===== src/rtl/assert_macros.svh =====
// assertion macros for the descriptor matcher
// no dependencies
`ifndef ASSERT_MACROS_SVH
`define ASSERT_MACROS_SVH
`ifndef ASSERT_OFF
`define ASSERT_IMPLIES(label, clk, rst_n, a, b) \
    label: assert property (@(posedge clk) disable iff (!rst_n) (a) |-> (b)) else $error("assertion failed");
`define ASSERT_NEXT(label, clk, rst_n, a, b) \
    label: assert property (@(posedge clk) disable iff (!rst_n) (a) |=> (b)) else $error("assertion failed");
`else
`define ASSERT_IMPLIES(label, clk, rst_n, a, b)
`define ASSERT_NEXT(label, clk, rst_n, a, b)
`endif
`endif


===== src/rtl/drmm_ram.sv =====
// generic single-port synchronous ram, one write or read a cycle, registered read
// no dependencies
`timescale 1ns / 1ps
module drmm_ram #(
    parameter int WIDTH = 8,
    parameter int DEPTH = 256
) (
    input  logic                     clk,
    input  logic                     we,
    input  logic [$clog2(DEPTH)-1:0] addr,
    input  logic [WIDTH-1:0]         wdata,
    output logic [WIDTH-1:0]         rdata
);
    logic [WIDTH-1:0] mem [DEPTH];

    always_ff @(posedge clk)
    begin
        if (we)
        begin
            mem[addr] <= wdata;
        end
        rdata <= mem[addr];
    end
endmodule


===== config.mk =====
export PLATFORM = sky130hd
export DESIGN_NAME = drmm_ram
export DESIGN_NICKNAME = d
export VERILOG_FILES = /design/src/rtl/assert_macros.svh /design/src/rtl/drmm_ram.sv
export SDC_FILE = /design/constraint.sdc
export NUM_CORES = 2
export LEC_CHECK = 0
export BUFFER_PORTS_ARGS = -buffer_cell sky130_fd_sc_hd__buf_2
export CAP_MARGIN = 20
export CORE_MARGIN = 4
export CORE_UTILIZATION = 47
export DETAILED_ROUTE_END_ITERATION = 6
export PLACE_DENSITY = 0.65
export SLEW_MARGIN = 15
export SYNTH_ARGS = -nofsm -noshare
export SYNTH_HDL_FRONTEND = slang
export SYNTH_SLANG_ARGS = --single-unit

===== constraint.sdc =====
create_clock -name clk -period 7.1 [get_ports clk]
set_input_delay 1.42 -clock clk [delete_from_list [all_inputs] [get_ports clk]]
set_output_delay 1.42 -clock clk [all_outputs]
set_load 0.05 [all_outputs]

==> reports/qor.csv <==
stage,metric,value,unit
synthesis,Synthesized Nets,3565,
run,Max-Cap Viols,0,
floorplan,die span in x,417,um
placed_design,placed inst area,81400,um2
sta,Worst Skew,0.0307,ns
critical_path,cell count along the critical path,8,
synthesis,post-synthesis cell count,3547,
synthesis,"Distinct cells, synth",22,
critical_path,type of origin of the critical path,primary input,
clocking,hold_buf cts,0,
sta,fmax,224,MHz
sta,period utilisation layout,0.628,
grt,all-layer global routing usage,0.212,
sta,setup tns final,0,ns
critical_path,master of the slowest instance on the critical path,o41ai_1,
grt,total congestion overflow,0,
drt,Post-Route WL,183000,um
critical_path,cells on worst reg2reg path,6,
floorplan,die area,174000,um2
sta,worst rel slew slack,0.183,
sta,RSZ-0062 raised after global routing,no,
worst_hold_path,HP Class,reg2reg,
critical_path,CP Cell Sequence,buf_8 -> buf_4 -> mux4_2 -> a22oi_1 -> a21oi_1 -> o41ai_1 -> buf_4 -> nand4_1,
synthesis,syn avg cell area,22.1,um2
critical_path,"CP delay by family, top",buffers and inverters,
drt,DR WL met3,14700,um
synthesis,Yosys warning count,0,
clocking,CTS root buf,clkbuf_16,
drt,vias per cell,6.15,
placed_design,DP HPWL,107000,um
finish,area grow syn2layout,11.6,%
grt,first-pass GRT wire length,268000,um
clocking,clk buf depth,3,
drt,Post-route DRC,0,
critical_path,crit path max fanout,55,
finish,most frequent cells in the layout,"2048 x edfxtp_1, 512 x mux4_2, 256 x a22oi_1",
critical_path,critical path capture point type,register,
placed_design,Final GP Congestion,0.789,
placed_design,buffers added on ports,25,
drt,DRT Pass-1 Iters,6,
synthesis,Yosys reg bits,2056,
worst_hold_path,hold path depth,5,
finish,post-route design area,87600,um2
floorplan,row count,149,
clocking,Worst-path clk slew,0.06,ns
clocking,CTS tree,built,
synthesis,sequential share of the synthesized area,0.786,
clocking,Clock Latency Late Sink,0.83,ns
synthesis,"Primary FF master, synth",edfxtp_1,
drt,uppermost routed layer,met5,
pwr,pwr dens,280,nW/um2
synthesis,Post-synth EDFFs,2048,
sta,hold slack,0.954,ns
clocking,post-CTS sizing,0,
critical_path,CP dominant cell by count,buf_4,
drt,Antenna Nets Post-Route,0,
synthesis,Async SR Flop Fraction,0,
sta,hold violation total from the final report,0,
pwr,Max rail drop VDD,0.000310,V
sta,final setup violation count,0,
sta,worst-margin pin slew,1.22,ns
floorplan,core area,166000,um2
drt,WL/cell,30.4,um
critical_path,crit-path max cell delay,0.89,ns
drt,Met2 Wirelength,88800,um
finish,fraction of layout cells with a size suffix above 1,0.246,
clocking,TritonCTS Buffers,200,
grt,vias in the first global route,37600,
finish,fin cells,6014,
sta,"Slew Viols, Final",0,
critical_path,Critical path buffers and inverters,3,
floorplan,die extent in y,417,um
grt,largest net degree at the start of global routing,168,
drt,Detailed Route Iter0 Violations,4140,
floorplan,IO Count,26,
drt,Routed met1 length,74200,um
clocking,Post-CTS Setup Bufs,0,
grt,antenna violations before repair,7,
finish,final net count,3674,
critical_path,CP Data Arrival Time,5.12,ns
placed_design,placed cells,5643,
critical_path,Crit Path Category,in2reg,
floorplan,initial core utilization,0.474,
clocking,htree depth,4,
synthesis,post-synthesis cell area,78500,um2
critical_path,Worst Path Required,7.76,ns
clocking,CTS Sinks,2056,
pwr,Final Power,24.5,mW
finish,Fillers,12600,
drt,routed vias,37000,
run_status,outcome,completed,
finish,"most common cell after layout, fill and taps aside",edfxtp_1,
pwr,Pleak,26.4,nW
sta,clock period minus worst slack,4.46,ns
==> metal layers <==
layer  global-route usage  up-vias
met4               0.0606        2
met3               0.0411      270
met1                0.303    19800
met2                0.336     1606
li1                     -    15300
met5                    0        -
==> path summary, 6_finish.rpt <==
path / start / end / slack (ns)
max: addr[0] / rdata[3] / 2.64
min: mem[3][1] / rdata[1] / 0.95
max reg2reg: mem[111][3] / rdata[3] / 4.27
min reg2reg: mem[3][1] / rdata[1] / 0.95
==> cells in the mapped netlist (all sizes together), types with 8 or more instances <==
| cell | number | area [um2] |
|---|---|---|
| nand4 | 8 | 50.1 |
| edfxtp | 2048 | 61500 |
| nand2 | 28 | 105 |
| nor3 | 30 | 150 |
| nand3 | 13 | 65.1 |
| nor2 | 232 | 871 |
| buf | 87 | 552 |
| dfxtp | 8 | 160 |
| a21oi | 128 | 641 |
| o41ai | 32 | 280 |
| a22oi | 256 | 1920 |
| mux4 | 512 | 11500 |
| clkbuf | 145 | 544 |
==> cell families (layout without fill, tap and decap cells) <==
kind of cell / count (synthesis) / count (layout) / synth area share
other cells: 0 / 6 / 0
flops: 2056 / 2056 / 0.786
simple gates: 330 / 330 / 0.0173
mux: 512 / 512 / 0.147
compound gates: 416 / 416 / 0.0362
buf+inv: 233 / 505 / 0.0140
==> report_power, final <==
part / internal [mW] / switching [mW]
clock network: 5.56 / 4.47
registers: 13.4 / 0.0249
logic: 0.370 / 0.724
==> metrics by stage <==
| step | util | setup WS, ns |
|---|---|---|
| after floorplan | - | 3.46 |
| after global placement | 0.491 | 1.38 |
| after detailed placement | 0.492 | 1.76 |
| after CTS | 0.529 | 2.64 |
| after global routing | 0.529 | 2.42 |
| final | 0.529 | 2.64 |
==> worst min-delay path, stage by stage (launching register included) <==
cell and delay, ns:
edfxtp_1 0.32, mux4_2 0.22, a22oi_1 0.06, a21oi_1 0.13
o41ai_1 0.12, nand4_1 0.10
==> flip-flops by register name (all words and copies together), names as in the netlist <==
| name | flops |
|---|---|
| mem | 2048 |
| rdata | 8 |
==> area by class of cell <==
cell class                      instances  area [um2]  area share
Inverter                                1        3.75   0.0000429
Clock buffer                          259        5260      0.0600
Multi-Input combinational cell       1258       15800       0.181
Tap cell                             2189        2740      0.0313
Timing Repair Buffer                  139        1210      0.0138
Clock inverter                        106         871     0.00994
Sequential cell                      2056       61700       0.704
Antenna cell                            6        15.0    0.000171
No activity file was read; power rests on OpenSTA's default activity.
